File: src/rtl/core/mwpsc_pkg.sv
// ----------------------------------------------------------------------------
// mwpsc_pkg
// Shared widths, register map and types of the mecanum wheel speed controller.
// ----------------------------------------------------------------------------
`default_nettype none

package mwpsc_pkg;

  localparam int NUM_WHEELS = 4;
  localparam int WHEEL_W    = 2;

  localparam int CMD_W  = 8;
  localparam int MOT_W  = 9;
  localparam int TGT_W  = 10;
  localparam int ERR_W  = 17;
  localparam int ACC_W  = 14;
  localparam int RES_W  = 14;
  localparam int GAIN_W = 12;
  localparam int LIM_W  = 13;
  localparam int WD_W   = 8;

  localparam int CFG_IDX_W  = 3;
  localparam int CFG_DATA_W = 13;

  localparam logic [CMD_W-1:0] CMD_CENTRE = 8'd100;

  localparam logic [GAIN_W-1:0] KP_RST      = 12'd160;
  localparam logic [GAIN_W-1:0] KI_RST      = 12'd160;
  localparam logic [LIM_W-1:0]  INT_LIM_RST = 13'd7200;
  localparam logic [LIM_W-1:0]  DRV_LIM_RST = 13'd7000;
  localparam logic [LIM_W-1:0]  PERIOD_RST  = 13'd7200;
  localparam logic [WD_W-1:0]   WD_RST      = 8'd25;

  typedef enum logic [CFG_IDX_W-1:0] {
    REG_KP       = 3'd0,
    REG_KI       = 3'd1,
    REG_INT_LIM  = 3'd2,
    REG_DRV_LIM  = 3'd3,
    REG_PERIOD   = 3'd4,
    REG_WD_TICKS = 3'd5
  } cfg_reg_e;

  typedef struct packed {
    logic [GAIN_W-1:0] kp_gain;
    logic [GAIN_W-1:0] ki_gain;
    logic [LIM_W-1:0]  integrator_limit;
    logic [LIM_W-1:0]  drive_limit;
    logic [LIM_W-1:0]  pwm_period;
    logic [WD_W-1:0]   watchdog_ticks;
  } cfg_t;

  // body-frame motion request, centered and with blocked directions removed
  typedef struct packed {
    logic signed [MOT_W-1:0] mx;
    logic signed [MOT_W-1:0] my;
    logic signed [MOT_W-1:0] mz;
  } motion_t;

  typedef struct packed {
    logic signed [RES_W-1:0] drive;
    logic [RES_W-1:0]        cmp_hi;
    logic [RES_W-1:0]        cmp_lo;
  } wheel_res_t;

endpackage

`default_nettype wire

File: src/rtl/core/mwpsc_ram.sv
// ----------------------------------------------------------------------------
// mwpsc_ram
// Generic single write port, single read port RAM with registered read data.
// ----------------------------------------------------------------------------
`default_nettype none

module mwpsc_ram #(
  parameter int  WIDTH = 8,
  parameter int  DEPTH = 4,
  localparam int AW    = (DEPTH > 1) ? $clog2(DEPTH) : 1
) (
  input  logic             clk_i,
  input  logic             we_i,
  input  logic [AW-1:0]    waddr_i,
  input  logic [WIDTH-1:0] wdata_i,
  input  logic [AW-1:0]    raddr_i,
  output logic [WIDTH-1:0] rdata_o
);

  logic [WIDTH-1:0] mem_q [DEPTH];
  logic [WIDTH-1:0] rdata_q;

  always_ff @(posedge clk_i) begin
    if (we_i) begin
      mem_q[waddr_i] <= wdata_i;
    end
    rdata_q <= mem_q[raddr_i];
  end

  assign rdata_o = rdata_q;

endmodule

`default_nettype wire

File: src/rtl/core/mwpsc_cmd.sv
// ----------------------------------------------------------------------------
// mwpsc_cmd
// Held command, frame watchdog and obstacle masking, updated once per tick.
// ----------------------------------------------------------------------------
`default_nettype none

module mwpsc_cmd (
  input  logic                         clk_i,
  input  logic                         rst_ni,
  input  logic                         accept_i,
  input  logic                         cmd_new_i,
  input  logic [mwpsc_pkg::CMD_W-1:0]  cmd_x_i,
  input  logic [mwpsc_pkg::CMD_W-1:0]  cmd_y_i,
  input  logic [mwpsc_pkg::CMD_W-1:0]  cmd_z_i,
  input  logic                         block_pos_x_i,
  input  logic                         block_neg_x_i,
  input  logic                         block_neg_y_i,
  input  logic [mwpsc_pkg::WD_W-1:0]   watchdog_ticks_i,
  output mwpsc_pkg::motion_t           motion_o
);

  import mwpsc_pkg::*;

  logic [CMD_W-1:0] hx_q, hy_q, hz_q;
  logic [CMD_W-1:0] hx_d, hy_d, hz_d;
  logic [WD_W-1:0]  tick_q, tick_d;
  logic             seen_q, seen_d;
  logic             seen_l;

  logic signed [MOT_W-1:0] mx_raw, my_raw, mz_raw;

  always_comb begin
    hx_d   = cmd_new_i ? cmd_x_i : hx_q;
    hy_d   = cmd_new_i ? cmd_y_i : hy_q;
    hz_d   = cmd_new_i ? cmd_z_i : hz_q;
    seen_l = cmd_new_i | seen_q;
    if (tick_q == watchdog_ticks_i) begin
      tick_d = '0;
      seen_d = 1'b0;
      // no frame in the whole window: fall back to standstill
      if (!seen_l) begin
        hx_d = CMD_CENTRE;
        hy_d = CMD_CENTRE;
        hz_d = CMD_CENTRE;
      end
    end else begin
      tick_d = tick_q + 1'b1;
      seen_d = seen_l;
    end
  end

  // lateral axis is mirrored
  assign mx_raw = MOT_W'(CMD_CENTRE) - MOT_W'(hx_d);
  assign my_raw = MOT_W'(hy_d) - MOT_W'(CMD_CENTRE);
  assign mz_raw = MOT_W'(hz_d) - MOT_W'(CMD_CENTRE);

  always_comb begin
    motion_o.mx = mx_raw;
    motion_o.my = my_raw;
    motion_o.mz = mz_raw;
    if (block_pos_x_i && !mx_raw[MOT_W-1] && (mx_raw != '0)) begin
      motion_o.mx = '0;
    end
    if (block_neg_x_i && mx_raw[MOT_W-1]) begin
      motion_o.mx = '0;
    end
    if (block_neg_y_i && my_raw[MOT_W-1]) begin
      motion_o.my = '0;
    end
  end

  always_ff @(posedge clk_i or negedge rst_ni) begin
    if (!rst_ni) begin
      hx_q   <= CMD_CENTRE;
      hy_q   <= CMD_CENTRE;
      hz_q   <= CMD_CENTRE;
      tick_q <= '0;
      seen_q <= 1'b0;
    end else if (accept_i) begin
      hx_q   <= hx_d;
      hy_q   <= hy_d;
      hz_q   <= hz_d;
      tick_q <= tick_d;
      seen_q <= seen_d;
    end
  end

endmodule

`default_nettype wire

File: src/rtl/core/mwpsc_kin.sv
// ----------------------------------------------------------------------------
// mwpsc_kin
// Mecanum inverse kinematics: motion request to four wheel speed targets.
// ----------------------------------------------------------------------------
`default_nettype none

module mwpsc_kin (
  input  mwpsc_pkg::motion_t                   motion_i,
  output logic signed [mwpsc_pkg::TGT_W-1:0]   tgt_o [mwpsc_pkg::NUM_WHEELS]
);

  import mwpsc_pkg::*;

  localparam int V_W    = 27;
  localparam int FRAC_W = 16;
  localparam int KIN_W  = 16;
  localparam int ROT_W  = MOT_W + KIN_W;

  // 0.33902 in Q16
  localparam logic signed [KIN_W-1:0] KIN_Q16 = 16'sd22218;

  // Q16 value to integer, rounding toward zero
  function automatic logic signed [TGT_W-1:0] trunc_q16(input logic signed [V_W-1:0] v);
    logic signed [V_W-1:0] b;
    b = v[V_W-1] ? (v + V_W'((1 << FRAC_W) - 1)) : v;
    return TGT_W'(b >>> FRAC_W);
  endfunction

  logic signed [ROT_W-1:0] rot_n;
  logic signed [V_W-1:0]   rot;
  logic signed [V_W-1:0]   lin_m, lin_p;

  always_comb begin
    rot_n = motion_i.mz * KIN_Q16;
    rot   = V_W'(rot_n);
    lin_m = (V_W'(motion_i.my) - V_W'(motion_i.mx)) <<< FRAC_W;
    lin_p = (V_W'(motion_i.my) + V_W'(motion_i.mx)) <<< FRAC_W;
    // wheels a and d are mounted mirrored
    tgt_o[0] = -trunc_q16(lin_m + rot);
    tgt_o[1] =  trunc_q16(lin_p - rot);
    tgt_o[2] =  trunc_q16(lin_m - rot);
    tgt_o[3] = -trunc_q16(lin_p + rot);
  end

endmodule

`default_nettype wire

File: src/rtl/core/mwpsc_pi.sv
// ----------------------------------------------------------------------------
// mwpsc_pi
// Shared incremental PI pipeline; per-wheel error and integrator kept in RAM.
// ----------------------------------------------------------------------------
`default_nettype none

module mwpsc_pi #(
  parameter int ENC_WIDTH = 16
) (
  input  logic                                clk_i,
  input  logic                                rst_ni,
  input  mwpsc_pkg::cfg_t                     cfg_i,
  input  logic                                issue_i,
  input  logic [mwpsc_pkg::WHEEL_W-1:0]       wheel_i,
  input  logic signed [mwpsc_pkg::TGT_W-1:0]  tgt_i,
  input  logic signed [ENC_WIDTH-1:0]         enc_i,
  output logic                                res_valid_o,
  output logic [mwpsc_pkg::WHEEL_W-1:0]       res_wheel_o,
  output mwpsc_pkg::wheel_res_t               res_o
);

  import mwpsc_pkg::*;

  localparam int ENTRY_W = ERR_W + ACC_W;
  localparam int DIFF_W  = ((ENC_WIDTH > TGT_W) ? ENC_WIDTH : TGT_W) + 1;
  localparam int CLP_W   = (DIFF_W > ERR_W + 1) ? DIFF_W : ERR_W + 1;
  localparam int DERR_W  = ERR_W + 1;
  localparam int PKP_W   = GAIN_W + 1 + DERR_W;
  localparam int PKI_W   = GAIN_W + 1 + ERR_W;
  localparam int SUM_W   = 32;
  localparam int FRAC_W  = 4;
  localparam int QUO_W   = SUM_W - FRAC_W;
  localparam int CMP_W   = LIM_W + 2;

  localparam logic signed [CLP_W-1:0] ERR_MAX = CLP_W'(65535);

  // stage 1: state read returns
  logic                       s1_valid_q;
  logic [WHEEL_W-1:0]         s1_wheel_q;
  logic signed [TGT_W-1:0]    s1_tgt_q;
  logic signed [ENC_WIDTH-1:0] s1_enc_q;
  // stage 2: error terms
  logic                       s2_valid_q;
  logic [WHEEL_W-1:0]         s2_wheel_q;
  logic signed [ERR_W-1:0]    s2_err_q;
  logic signed [DERR_W-1:0]   s2_derr_q;
  logic signed [ACC_W-1:0]    s2_acc_q;
  // stage 3: products, integrator update and write-back
  logic                       s3_valid_q;
  logic [WHEEL_W-1:0]         s3_wheel_q;
  logic signed [ERR_W-1:0]    s3_err_q;
  logic signed [ACC_W-1:0]    s3_acc_q;
  logic signed [PKP_W-1:0]    s3_pkp_q;
  logic signed [PKI_W-1:0]    s3_pki_q;
  // stage 4: output clamp and bridge compares
  logic                       s4_valid_q;
  logic [WHEEL_W-1:0]         s4_wheel_q;
  logic signed [ACC_W-1:0]    s4_acc_q;

  logic [NUM_WHEELS-1:0]      vld_q;
  logic [ENTRY_W-1:0]         rdata;
  logic [ENTRY_W-1:0]         entry;
  logic signed [ERR_W-1:0]    prev_err;
  logic signed [ACC_W-1:0]    acc_old;
  logic signed [CLP_W-1:0]    dif;
  logic signed [ERR_W-1:0]    err;
  logic signed [DERR_W-1:0]   derr;
  logic signed [PKP_W-1:0]    pkp;
  logic signed [PKI_W-1:0]    pki;
  logic signed [SUM_W-1:0]    sum;
  logic signed [QUO_W-1:0]    quo;
  logic signed [QUO_W-1:0]    int_lim;
  logic signed [ACC_W-1:0]    acc_new;
  logic signed [ACC_W-1:0]    drv_lim;
  logic signed [ACC_W-1:0]    drv;
  logic signed [CMP_W-1:0]    per;
  logic signed [CMP_W-1:0]    hi_full, lo_full;

  // a wheel's read is issued, it passes stages 1 and 2 and is written back
  // from stage 3; with four wheels in rotation the next read of the same entry
  // comes no earlier than the cycle after that write, so no forwarding path is needed
  mwpsc_ram #(
    .WIDTH (ENTRY_W),
    .DEPTH (NUM_WHEELS)
  ) u_state_ram (
    .clk_i   (clk_i),
    .we_i    (s3_valid_q),
    .waddr_i (s3_wheel_q),
    .wdata_i ({s3_err_q, acc_new}),
    .raddr_i (wheel_i),
    .rdata_o (rdata)
  );

  // entries never written read as zero
  always_comb begin
    entry    = vld_q[s1_wheel_q] ? rdata : '0;
    prev_err = entry[ENTRY_W-1 -: ERR_W];
    acc_old  = entry[ACC_W-1:0];
    dif      = CLP_W'(s1_tgt_q) - CLP_W'(s1_enc_q);
    if (dif > ERR_MAX) begin
      err = ERR_W'(ERR_MAX);
    end else if (dif < -ERR_MAX) begin
      err = ERR_W'(-ERR_MAX);
    end else begin
      err = ERR_W'(dif);
    end
    derr = DERR_W'(err) - DERR_W'(prev_err);
  end

  always_comb begin
    pkp = PKP_W'($signed({1'b0, cfg_i.kp_gain})) * PKP_W'(s2_derr_q);
    pki = PKI_W'($signed({1'b0, cfg_i.ki_gain})) * PKI_W'(s2_err_q);
  end

  always_comb begin
    sum = (SUM_W'(s3_acc_q) <<< FRAC_W) + SUM_W'(s3_pkp_q) + SUM_W'(s3_pki_q);
    quo = QUO_W'(sum >>> FRAC_W);
    // shift floors, step back up for negative sums with a remainder
    if (sum[SUM_W-1] && (sum[FRAC_W-1:0] != '0)) begin
      quo = quo + QUO_W'(1);
    end
    int_lim = QUO_W'($signed({1'b0, cfg_i.integrator_limit}));
    if (quo > int_lim) begin
      acc_new = ACC_W'(int_lim);
    end else if (quo < -int_lim) begin
      acc_new = ACC_W'(-int_lim);
    end else begin
      acc_new = ACC_W'(quo);
    end
  end

  always_comb begin
    drv_lim = ACC_W'($signed({1'b0, cfg_i.drive_limit}));
    if (s4_acc_q > drv_lim) begin
      drv = drv_lim;
    end else if (s4_acc_q < -drv_lim) begin
      drv = -drv_lim;
    end else begin
      drv = s4_acc_q;
    end
    per = CMP_W'($signed({1'b0, cfg_i.pwm_period}));
    if (!drv[ACC_W-1] && (drv != '0)) begin
      hi_full = per;
      lo_full = per - CMP_W'(drv);
    end else begin
      hi_full = per + CMP_W'(drv);
      lo_full = per;
    end
    res_o.drive  = drv;
    res_o.cmp_hi = hi_full[CMP_W-1] ? '0 : RES_W'(hi_full);
    res_o.cmp_lo = lo_full[CMP_W-1] ? '0 : RES_W'(lo_full);
  end

  assign res_valid_o = s4_valid_q;
  assign res_wheel_o = s4_wheel_q;

  always_ff @(posedge clk_i or negedge rst_ni) begin
    if (!rst_ni) begin
      s1_valid_q <= 1'b0;
      s2_valid_q <= 1'b0;
      s3_valid_q <= 1'b0;
      s4_valid_q <= 1'b0;
      vld_q      <= '0;
    end else begin
      s1_valid_q <= issue_i;
      s2_valid_q <= s1_valid_q;
      s3_valid_q <= s2_valid_q;
      s4_valid_q <= s3_valid_q;
      if (s3_valid_q) begin
        vld_q[s3_wheel_q] <= 1'b1;
      end
    end
  end

  always_ff @(posedge clk_i) begin
    s1_wheel_q <= wheel_i;
    s1_tgt_q   <= tgt_i;
    s1_enc_q   <= enc_i;
    s2_wheel_q <= s1_wheel_q;
    s2_err_q   <= err;
    s2_derr_q  <= derr;
    s2_acc_q   <= acc_old;
    s3_wheel_q <= s2_wheel_q;
    s3_err_q   <= s2_err_q;
    s3_acc_q   <= s2_acc_q;
    s3_pkp_q   <= pkp;
    s3_pki_q   <= pki;
    s4_wheel_q <= s3_wheel_q;
    s4_acc_q   <= acc_new;
  end

endmodule

`default_nettype wire

File: src/rtl/core/mecanum_wheel_pi_speed_controller.sv
// ----------------------------------------------------------------------------
// mecanum_wheel_pi_speed_controller
// Command hold with watchdog, mecanum kinematics and four incremental PI loops.
// ----------------------------------------------------------------------------
// One input transaction is one control tick and yields exactly one output
// transaction with the four clamped drives and their H-bridge compare pairs.
// The four wheels share a single PI pipeline whose per-wheel state (last
// error and integrator) sits in a small RAM, one wheel per cycle once a tick
// has started; a new tick is accepted as soon as the last wheel of the
// previous one has been issued. Up to three finished results are buffered,
// so the input keeps flowing while the output is stalled until all three
// result slots are reserved. The wheel-state RAM needs no clearing pass
// after reset. Configuration registers may only be written while no tick is
// in flight.
`default_nettype none

module mecanum_wheel_pi_speed_controller #(
  parameter int  ENC_WIDTH = 16,
  localparam int IN_BITS   = mwpsc_pkg::NUM_WHEELS * ENC_WIDTH + 3 * mwpsc_pkg::CMD_W + 3,
  localparam int IN_W      = ((IN_BITS + 7) / 8) * 8,
  localparam int OUT_W     = mwpsc_pkg::NUM_WHEELS * 3 * mwpsc_pkg::RES_W
) (
  input  logic                                clk_i,
  input  logic                                rst_ni,
  // enc_a, enc_b, enc_c, enc_d, cmd_x, cmd_y, cmd_z, block_pos_x,
  // block_neg_x, block_neg_y, zero padding
  input  logic [IN_W-1:0]                     s_axis_tdata,
  // cmd_new
  input  logic                                s_axis_tuser,
  input  logic                                s_axis_tvalid,
  output logic                                s_axis_tready,
  // drive_a, drive_b, drive_c, drive_d, cmp_hi_a, cmp_lo_a, cmp_hi_b,
  // cmp_lo_b, cmp_hi_c, cmp_lo_c, cmp_hi_d, cmp_lo_d
  output logic [OUT_W-1:0]                    m_axis_tdata,
  output logic                                m_axis_tvalid,
  input  logic                                m_axis_tready,
  input  logic                                cfg_we_i,
  input  logic [mwpsc_pkg::CFG_IDX_W-1:0]     cfg_idx_i,
  input  logic [mwpsc_pkg::CFG_DATA_W-1:0]    cfg_wdata_i
);

  import mwpsc_pkg::*;

  localparam int CMD_BASE  = NUM_WHEELS * ENC_WIDTH;
  localparam int FLAG_BASE = CMD_BASE + 3 * CMD_W;
  localparam int OUT_DEPTH = 3;
  localparam int PTR_W     = $clog2(OUT_DEPTH);
  localparam int CNT_W     = $clog2(OUT_DEPTH + 1);
  localparam logic [WHEEL_W-1:0] LAST_WHEEL = WHEEL_W'(NUM_WHEELS - 1);

  cfg_t cfg_q;

  logic                        accept;
  motion_t                     motion;
  logic                        item_valid_q;
  motion_t                     item_mot_q;
  logic signed [ENC_WIDTH-1:0] item_enc_q [NUM_WHEELS];
  logic [WHEEL_W-1:0]          wheel_q;
  logic signed [TGT_W-1:0]     tgt [NUM_WHEELS];

  logic                        issue;
  logic                        last_issue;
  logic                        start;
  logic [CNT_W-1:0]            rsv_q;

  logic                        res_valid;
  logic [WHEEL_W-1:0]          res_wheel;
  wheel_res_t                  res;
  wheel_res_t                  asm_q [NUM_WHEELS];
  wheel_res_t                  cur;
  logic                        push;
  logic                        pop;
  logic [OUT_W-1:0]            push_data;
  logic [OUT_W-1:0]            fifo_q [OUT_DEPTH];
  logic [PTR_W-1:0]            wr_ptr_q, rd_ptr_q;
  logic [CNT_W-1:0]            cnt_q;

  // configuration registers
  always_ff @(posedge clk_i or negedge rst_ni) begin
    if (!rst_ni) begin
      cfg_q.kp_gain          <= KP_RST;
      cfg_q.ki_gain          <= KI_RST;
      cfg_q.integrator_limit <= INT_LIM_RST;
      cfg_q.drive_limit      <= DRV_LIM_RST;
      cfg_q.pwm_period       <= PERIOD_RST;
      cfg_q.watchdog_ticks   <= WD_RST;
    end else if (cfg_we_i) begin
      unique case (cfg_idx_i)
        REG_KP:       cfg_q.kp_gain          <= cfg_wdata_i[GAIN_W-1:0];
        REG_KI:       cfg_q.ki_gain          <= cfg_wdata_i[GAIN_W-1:0];
        REG_INT_LIM:  cfg_q.integrator_limit <= cfg_wdata_i[LIM_W-1:0];
        REG_DRV_LIM:  cfg_q.drive_limit      <= cfg_wdata_i[LIM_W-1:0];
        REG_PERIOD:   cfg_q.pwm_period       <= cfg_wdata_i[LIM_W-1:0];
        REG_WD_TICKS: cfg_q.watchdog_ticks   <= cfg_wdata_i[WD_W-1:0];
        default: ;
      endcase
    end
  end

  assign accept = s_axis_tvalid && s_axis_tready;

  mwpsc_cmd u_cmd (
    .clk_i            (clk_i),
    .rst_ni           (rst_ni),
    .accept_i         (accept),
    .cmd_new_i        (s_axis_tuser),
    .cmd_x_i          (s_axis_tdata[CMD_BASE +: CMD_W]),
    .cmd_y_i          (s_axis_tdata[CMD_BASE + CMD_W +: CMD_W]),
    .cmd_z_i          (s_axis_tdata[CMD_BASE + 2 * CMD_W +: CMD_W]),
    .block_pos_x_i    (s_axis_tdata[FLAG_BASE]),
    .block_neg_x_i    (s_axis_tdata[FLAG_BASE + 1]),
    .block_neg_y_i    (s_axis_tdata[FLAG_BASE + 2]),
    .watchdog_ticks_i (cfg_q.watchdog_ticks),
    .motion_o         (motion)
  );

  // wheel sequencer: a new tick enters only when a result slot is reserved for it
  assign start         = item_valid_q && (wheel_q == '0) && (rsv_q < CNT_W'(OUT_DEPTH));
  assign issue         = item_valid_q && ((wheel_q != '0) || start);
  assign last_issue    = issue && (wheel_q == LAST_WHEEL);
  assign s_axis_tready = !item_valid_q || last_issue;

  always_ff @(posedge clk_i or negedge rst_ni) begin
    if (!rst_ni) begin
      item_valid_q <= 1'b0;
      wheel_q      <= '0;
    end else begin
      if (accept) begin
        item_valid_q <= 1'b1;
      end else if (last_issue) begin
        item_valid_q <= 1'b0;
      end
      // wraps back to wheel a after the last wheel
      if (issue) begin
        wheel_q <= wheel_q + 1'b1;
      end
    end
  end

  always_ff @(posedge clk_i) begin
    if (accept) begin
      item_mot_q <= motion;
      for (int w = 0; w < NUM_WHEELS; w++) begin
        item_enc_q[w] <= s_axis_tdata[w * ENC_WIDTH +: ENC_WIDTH];
      end
    end
  end

  mwpsc_kin u_kin (
    .motion_i (item_mot_q),
    .tgt_o    (tgt)
  );

  mwpsc_pi #(
    .ENC_WIDTH (ENC_WIDTH)
  ) u_pi (
    .clk_i       (clk_i),
    .rst_ni      (rst_ni),
    .cfg_i       (cfg_q),
    .issue_i     (issue),
    .wheel_i     (wheel_q),
    .tgt_i       (tgt[wheel_q]),
    .enc_i       (item_enc_q[wheel_q]),
    .res_valid_o (res_valid),
    .res_wheel_o (res_wheel),
    .res_o       (res)
  );

  // collect the four wheel results of a tick
  always_ff @(posedge clk_i) begin
    if (res_valid) begin
      asm_q[res_wheel] <= res;
    end
  end

  assign push = res_valid && (res_wheel == LAST_WHEEL);
  assign pop  = m_axis_tvalid && m_axis_tready;

  always_comb begin
    cur       = res;
    push_data = '0;
    for (int w = 0; w < NUM_WHEELS; w++) begin
      cur = (w == NUM_WHEELS - 1) ? res : asm_q[w];
      push_data[w * RES_W +: RES_W]                    = cur.drive;
      push_data[(NUM_WHEELS + 2 * w) * RES_W +: RES_W] = cur.cmp_hi;
      push_data[(NUM_WHEELS + 2 * w + 1) * RES_W +: RES_W] = cur.cmp_lo;
    end
  end

  // result buffer; reservations keep it from ever overflowing
  always_ff @(posedge clk_i) begin
    if (push) begin
      fifo_q[wr_ptr_q] <= push_data;
    end
  end

  always_ff @(posedge clk_i or negedge rst_ni) begin
    if (!rst_ni) begin
      wr_ptr_q <= '0;
      rd_ptr_q <= '0;
      cnt_q    <= '0;
      rsv_q    <= '0;
    end else begin
      if (push) begin
        wr_ptr_q <= (wr_ptr_q == PTR_W'(OUT_DEPTH - 1)) ? '0 : wr_ptr_q + 1'b1;
      end
      if (pop) begin
        rd_ptr_q <= (rd_ptr_q == PTR_W'(OUT_DEPTH - 1)) ? '0 : rd_ptr_q + 1'b1;
      end
      cnt_q <= cnt_q + CNT_W'(push) - CNT_W'(pop);
      rsv_q <= rsv_q + CNT_W'(start) - CNT_W'(pop);
    end
  end

  assign m_axis_tvalid = (cnt_q != '0);
  assign m_axis_tdata  = fifo_q[rd_ptr_q];

endmodule

`default_nettype wire

File: config.mk
export PLATFORM = sky130hd
export DESIGN_NAME = mecanum_wheel_pi_speed_controller
export DESIGN_NICKNAME = d
export VERILOG_FILES = /design/src/rtl/core/mwpsc_pkg.sv /design/src/rtl/core/mwpsc_ram.sv /design/src/rtl/core/mwpsc_cmd.sv /design/src/rtl/core/mwpsc_kin.sv /design/src/rtl/core/mwpsc_pi.sv /design/src/rtl/core/mecanum_wheel_pi_speed_controller.sv
export SDC_FILE = /design/constraint.sdc
export NUM_CORES = 2
export LEC_CHECK = 0
export BUFFER_PORTS_ARGS = -buffer_cell sky130_fd_sc_hd__buf_2
export CORE_MARGIN = 5
export CORE_UTILIZATION = 50
export CTS_CLUSTER_SIZE = 24
export DETAILED_ROUTE_END_ITERATION = 16
export PLACE_DENSITY_LB_ADDON = 0.2
export SLEW_MARGIN = 20
export SYNTH_ARGS = -nofsm -noshare
export SYNTH_HDL_FRONTEND = slang
export SYNTH_SLANG_ARGS = --single-unit
File: constraint.sdc
create_clock -name clk_i -period 13.4 [get_ports clk_i]
set_clock_uncertainty 0.1 [all_clocks]
set_input_delay 2.01 -clock clk_i [delete_from_list [all_inputs] [get_ports clk_i]]
set_output_delay 2.01 -clock clk_i [all_outputs]
set_load 0.005 [all_outputs]
# --- Yosys cells after proc, flatten, opt, wreduce, memory -nomap -nowiden ---
# Memory sizes are Yosys's and may differ from the RTL's. A register that Yosys moved wholly into a read port is not among the register bits.
# Index checks and enable logic that the tools add are counted.
word_totals:
  register_bits: 323
  ram_bits: 860
  in_bits: 118
  output_inout_bits: 170
  wordCells: 181
  memories: 4
classes:
  n_addsub: 32
  mul: 3
  magnitude_cmp: 11
  eq_ne: 10
  muxes: 46
  bitwise: 3
  reduce_logical: 34
memory_table:
  columns: ["memory", "depth", "word_bits", "read_ports", "rd_clocked_by_memory_dff", "wr", "line", "source"]
  rows:
  - ["fifo_q", 3, 168, 1, 0, 1, "mecanum_wheel_pi_speed_controller.sv:74", "logic [OUT_W-1:0] fifo_q [OUT_DEPTH];"]
  - ["asm_q", 4, 42, 3, 0, 1, "mecanum_wheel_pi_speed_controller.sv:69", "wheel_res_t asm_q [NUM_WHEELS];"]
  - ["u_pi.u_state_ram.mem_q", 4, 31, 1, 1, 1, "mwpsc_ram.sv:20", "logic [WIDTH-1:0] mem_q [DEPTH];"]
  - ["item_enc_q", 4, 16, 1, 1, 4, "mecanum_wheel_pi_speed_controller.sv:57", "logic signed [ENC_WIDTH-1:0] item_enc_q [NUM_WHEELS];"]
ops:
  columns: ["op", "count"]
  rows:
  - ["$add 26x17->26 const B", 4]
  - ["$mux 26", 4]
  - ["$mux 14", 6]
  - ["$mux 8", 10]
  - ["$add 26x25->27", 2]
  - ["$sub 26x25->27", 2]
  - ["$mux 17", 2]
  - ["$add 18x31->32", 1]
  - ["$add 32x30->32", 1]
  - ["$mul 13x18->31", 1]
  - ["$mux 31", 1]
  - ["$mul 13x17->30", 1]
  - ["$mux 15", 2]
  - ["$add 28x2->28 const B", 1]
  - ["$gt 28x14->1", 1]
  - ["$lt 28x28->1", 1]
  - ["$mux 28", 1]
  - ["$neg 13->28", 1]
  - ["$mul 9x15->24 const B", 1]
  - ["$bmux 10 s2", 1]
  - ["$mux 10", 2]
  - ["$neg 10->10", 2]
  - ["$gt 18x17->1 const B", 1]
  - ["$lt 18x17->1 const B", 1]
  - ["42 further kinds", 89]

# --- Depth between registers and ports, before layout ---
depth:
  ltp_word: 10
  depth_mapped: 36
  mapped_depth_nobuf: 36

# --- Hierarchy ---
# A second synthesis with hierarchy kept.
hier_totals:
  cells_unflattened: 6116
  hier_area_um2: 72019.1
modules_own_cells:
  columns: ["mod", "instances", "cells_per_inst", "area_per_inst_um2", "seq_area_each_um2"]
  rows:
  - ["mecanum_wheel_pi_speed_controller", 1, 1533, 29092.9, 23730.3]
  - ["mwpsc_pi", 1, 3194, 28477.3, 3983.8]
  - ["mwpsc_kin", 1, 888, 6807.8, 0.0]
  - ["mwpsc_ram", 1, 196, 5126.2, 4344.2]
  - ["mwpsc_cmd", 1, 305, 2514.9, 837.1]

# --- Worst setup path before layout ---
# OpenSTA, ideal clock, no wires.
synth_path:
  path_kind: "register to register"
  from: "register u_pi.s4_valid_q, in the netlist u_pi.res_valid_o"
  to: "memory fifo_q[1][0] (netlist bit) (enable)"
  setup_time_ns: 0.939
  t_arrival_ns: 12.799
  required_time_ns: 12.361
  path_slack_ns: -0.437
  path_stages_with_launch: 3
  n_path_buf: 0
  synth_period_minus_slack_ns: 13.837
  cell_sequence: "dfrtp_1 -> nand3_1 -> nor3b_1"
synth_via:
  elab_chain_cells: 3
synth_lines:
  columns: ["item", "line", "source"]
  rows:
  - ["from (decl)", "mwpsc_pi.sv:56", "logic s4_valid_q;"]
  - ["from (signal assigned)", "mwpsc_pi.sv:168", "s4_valid_q <= s3_valid_q;"]
  - ["$logic_and 1x1->1", "mecanum_wheel_pi_speed_controller.sv:176", "assign push = res_valid && (res_wheel == LAST_WHEEL);"]
  - ["$mux 1", "mecanum_wheel_pi_speed_controller.sv:192", "if (push) begin"]
  - ["$mux 1 (not written as such)", "mecanum_wheel_pi_speed_controller.sv:193", "fifo_q[wr_ptr_q] <= push_data;"]
  - ["to (decl)", "mecanum_wheel_pi_speed_controller.sv:74", null]
# No other way between the ends.

# --- Final worst setup path ---
layout_path:
  from: "register item_mot_q[6] (netlist bit)"
  to: "register u_pi.s1_tgt_q[6]"
layout_via:
  elab_chain_cells: 8
  word_cells_on_any_way: 18
  cone_classes: "add/sub (10); mul (1); mux (7)"
layout_lines:
  columns: ["item", "line", "source"]
  rows:
  - ["from (decl)", "mecanum_wheel_pi_speed_controller.sv:56", "motion_t item_mot_q;"]
  - ["from (signal assigned)", "mecanum_wheel_pi_speed_controller.sv:142", "item_mot_q <= motion;"]
  - ["$mul 9x15->24 *", "mwpsc_kin.sv:34", "rot_n = motion_i.mz * KIN_Q16;"]
  - ["$add 26x25->27 (on tied branches)", "mwpsc_kin.sv:42, mwpsc_kin.sv:39", null]
  - ["$add 26x17->26", "mwpsc_kin.sv:25", "b = v[V_W-1] ? (v + V_W'((1 << FRAC_W) - 1)) : v;"]
  - ["$mux 26", "mwpsc_kin.sv:25", null]
  - ["$neg 10->10 (on tied branches)", "mwpsc_kin.sv:42, mwpsc_kin.sv:39", null]
  - ["$bmux 10 s2 *", "mecanum_wheel_pi_speed_controller.sv:162", ".tgt_i (tgt[wheel_q]),"]
  - ["$mux 10 (not written as such) * (2 in series)", "mecanum_wheel_pi_speed_controller.sv:162", null]
  - ["via u_pi.tgt_i (one bit)", "mwpsc_pi.sv:15", "input logic signed [mwpsc_pkg::TGT_W-1:0] tgt_i,"]
  - ["to (signal assigned)", "mwpsc_pi.sv:177", "s1_tgt_q <= tgt_i;"]
  - ["to (decl)", "mwpsc_pi.sv:40", "logic signed [TGT_W-1:0] s1_tgt_q;"]
# The timed path passes the listed nets; every way through them passes the cells marked *. The select of a mux whose other input is x is not followed.
# A chain may end at the register's enable or synchronous reset.

==> impl_metrics.csv <==
group,metric,value,unit
synthesis,netlist.area_leader.share,35.7,%
synthesis,synth_xor_area_share,3.68,%
timing,period_share,68.4,%
timing,report.final.hold_viol_count,0,
cts,cts_tree,"yes",
run,maxCapViolations,0,
timing,report.final.slew_viol_count,0,
placed_design,port_buffers,282,
grt,antenna_found_initial,13,
detailed_routing,drt_wl_total,161000,um
detailed_routing,drtAntennaViolNets,0,
worst_hold_path,worstHoldStart,"u_pi.s2_acc_q[6]",
synthesis,ys_types,94,
detailed_routing,dr.pass1.iters,5,
timing,min_period,9.16,ns
cts,cts_setup_buffers,0,
floorplanning,core,141000,um^2
cts,clk_pin_slew,0.06,ns
worst_hold_path,hp-class,"flop to flop",
synthesis,ys_top_cells_by_area,"edfxtp_1 (36%), fa_1 (13%), ha_1 (7.9%)",
layout,nNetsFinal,7372,
grt,grt_overflow_total,0,
synthesis,syn_inst,6110,
setup_path,crit_path_end_kind,"flop",
setup_path,critPathRequiredTime,13.90,ns
synthesis,netlist_area,71000,um^2
grt,grt_max_degree,128,
placed_design,postPlaceCellArea,74500,um^2
detailed_routing,post-route-drc-count,0,
synthesis,ys_warn_count,0,
cts,clk_latency,0.74,ns
cts,htree_levels,3,
setup_path,startpoint,"item_mot_q[6]",
grt,grtUsageTotal,21.4,%
floorplanning,die_width,387,um
timing,worst_slew_margin_rel,20.2,%
setup_path,crit_slowest_cell,"fa_1",
floorplanning,initial_utilization,50.2,%
timing,rsz0062_at_grt,"false",
cts,clock_sinks,1188,
detailed_routing,post_drt_wl_per_cell,19.3,um
setup_path,crit_type,"flop to flop",
cts,clockBufferDepth,3,
synthesis,ys_ff_latch,1188,
floorplanning,die_h,387,um
setup_path,slowest_delay,0.62,ns
cts,cts_root_buf,"clkbuf_16",
layout,layout-drive-gt1-share,11.7,%
timing,setup_viol,0,
timing,setup_slack,4.24,ns
timing,worstMarginPinSlew,1.19,ns
placed_design,post-dp-hpwl,118000,um
floorplanning,die_area,150000,um^2
setup_path,cp-start-kind,"flop",
timing,fmax,0.109,GHz
synthesis,yosysTopAreaCell,"edfxtp_1",
status,status,"complete, no violations",
synthesis,synthSimpleGateAreaFrac,11.0,%
synthesis,ys.flop_type,"edfxtp_1",
detailed_routing,drtIter0Drc,2967,
setup_path,rr_startpoint,"item_mot_q[6]",
setup_path,critical_path_arrival,9.66,ns
synthesis,ys_async_sr_fraction,10.4,%
layout,most-common-layout-cells,"edfxtp_1 (845), inv_1 (664), nand2_1 (645), fa_1 (454), ha_1 (447)",
grt,grt_pass1_vias,45313,
cts,cts_resized,0,
synthesis,ys_seq_area_share,46.3,%
cts,numCtsBuffers,120,
floorplanning,rows,138,
synthesis,synthMuxAreaShare,5.42,%
synthesis,synth_top_family_by_area,"adder cells",
layout,layout-area-overhead-vs-synth,10.7,%
layout,final_common_cell,"edfxtp_1",
grt,grt_pass1_wl,256000,um
synthesis,synth_compound_area_share,8.23,%
layout,fin_util,55.6,%
placed_design,place_ws,4.32,ns
placed_design,gp_congestion,0.891,
detailed_routing,vias_per_cell,5.41,
synthesis,synth-edff-count,845,
detailed_routing,vias,45218,
synthesis,synthAdderAreaFrac,20.7,%
synthesis,synth_nets,7129,
setup_path,critPathMaxFanout,7,
layout,finish.instance_area,78700,um^2
floorplanning,io_pins,288,
cts,postCtsHoldBufs,0,
timing,setup-tns-final,0,ns
synthesis,syn_avg_cell_area,11.6,um^2
synth_stat cells (all sizes together), types with 182 or more instances:
| cell type | instances |
|---|---|
| inv | 666 |
| edfxtp | 845 |
| nand2 | 645 |
| a21oi | 191 |
| o21ai | 343 |
| nor2 | 255 |
| and2 | 254 |
| xnor2 | 209 |
| clkbuf | 195 |
| dfxtp | 220 |
| ha | 447 |
| fa | 454 |
| mux2i | 182 |
registers in the layout, summed over array words and instances, names as in the netlist, 14 cells and up:
| register | cells |
|---|---|
| u_pi.s2_derr_q | 18 |
| u_pi.s3_pki_q | 30 |
| item_enc_q | 64 |
| u_pi.u_state_ram.mem_q | 124 |
| u_pi.u_state_ram.rdata_o | 31 |
| u_pi.s2_err_q | 17 |
| cfg_q | 71 |
| fifo_q | 504 |
| u_pi.s3_acc_q | 14 |
| u_pi.s2_acc_q | 14 |
| item_mot_q | 27 |
| u_pi.s4_acc_q | 14 |
| asm_q | 126 |
| u_pi.s3_pkp_q | 31 |
| u_pi.s1_enc_q | 16 |
| u_pi.s3_err_q | 17 |
final cells by class:
class                   count  area [um^2]
repair buffers            342         1890
clock inverters            71          741
clock buffers             159         3340
inverters                 667         2510
flip-flops and latches   1188        32900
fillers                 11923        62800
multi-input cells        4034        34900
diodes                      3         7.51
well taps                1890         2360
metrics by stage:
stage / hold WS [ns] / std cells
finish: 0.192 / 8354
global route: 0.211 / 8351
CTS: 0.186 / 8350
detailed placement: 0.212 / 8120
global placement: 0.212 / 8120
floorplan: 0.210 / 6110
path summary, 6_finish.rpt:
kind	cells past startpoint	slack [ns]	end
min in group asynchronous	1	1.13	cfg_q[58]
min reg2reg	0	0.19	u_pi.s3_acc_q[6]
max	30	4.24	u_pi.s1_tgt_q[6]
max reg2reg	30	4.24	u_pi.s1_tgt_q[6]
min	0	0.19	u_pi.s3_acc_q[6]
max in group asynchronous	2	10.85	u_cmd.hz_q[3]
critical path, delay by kind of cell (launching register included):
family | cells | cell delay (ns)
AND/OR/NAND/NOR | 5 | 1.04
flip-flops | 1 | 0.52
XOR/XNOR | 3 | 0.53
buffers and inverters | 3 | 0.21
AO/OA/AOI/OAI | 8 | 2.18
multiplexers | 3 | 0.92
adder cells (fa/ha/maj) | 8 | 3.52
cell families (layout without fill, tap and decap cells):
logic type / after synthesis / after routing
and+or+nand+nor: 1606 / 1606
DFF: 1188 / 1188
AOI/OAI and AO/OA: 928 / 928
adders and majority gates: 901 / 901
buffers and inverters: 888 / 1239
muxes: 308 / 308
xor gates and xnor gates: 291 / 291
other: 0 / 3
metal layers:
layer  GRT usage (%)  wire (um)  vias to the layer above
li1                -          -                    21572
met4            4.62       3260                        0
met2            35.4      76500                     1119
met3            3.35       8830                      203
met1            30.1      72200                    22324
met5               0          0                        -
Power is not shown: default switching activity piles up to over one toggle a cycle in this logic, so the estimate is an artifact.
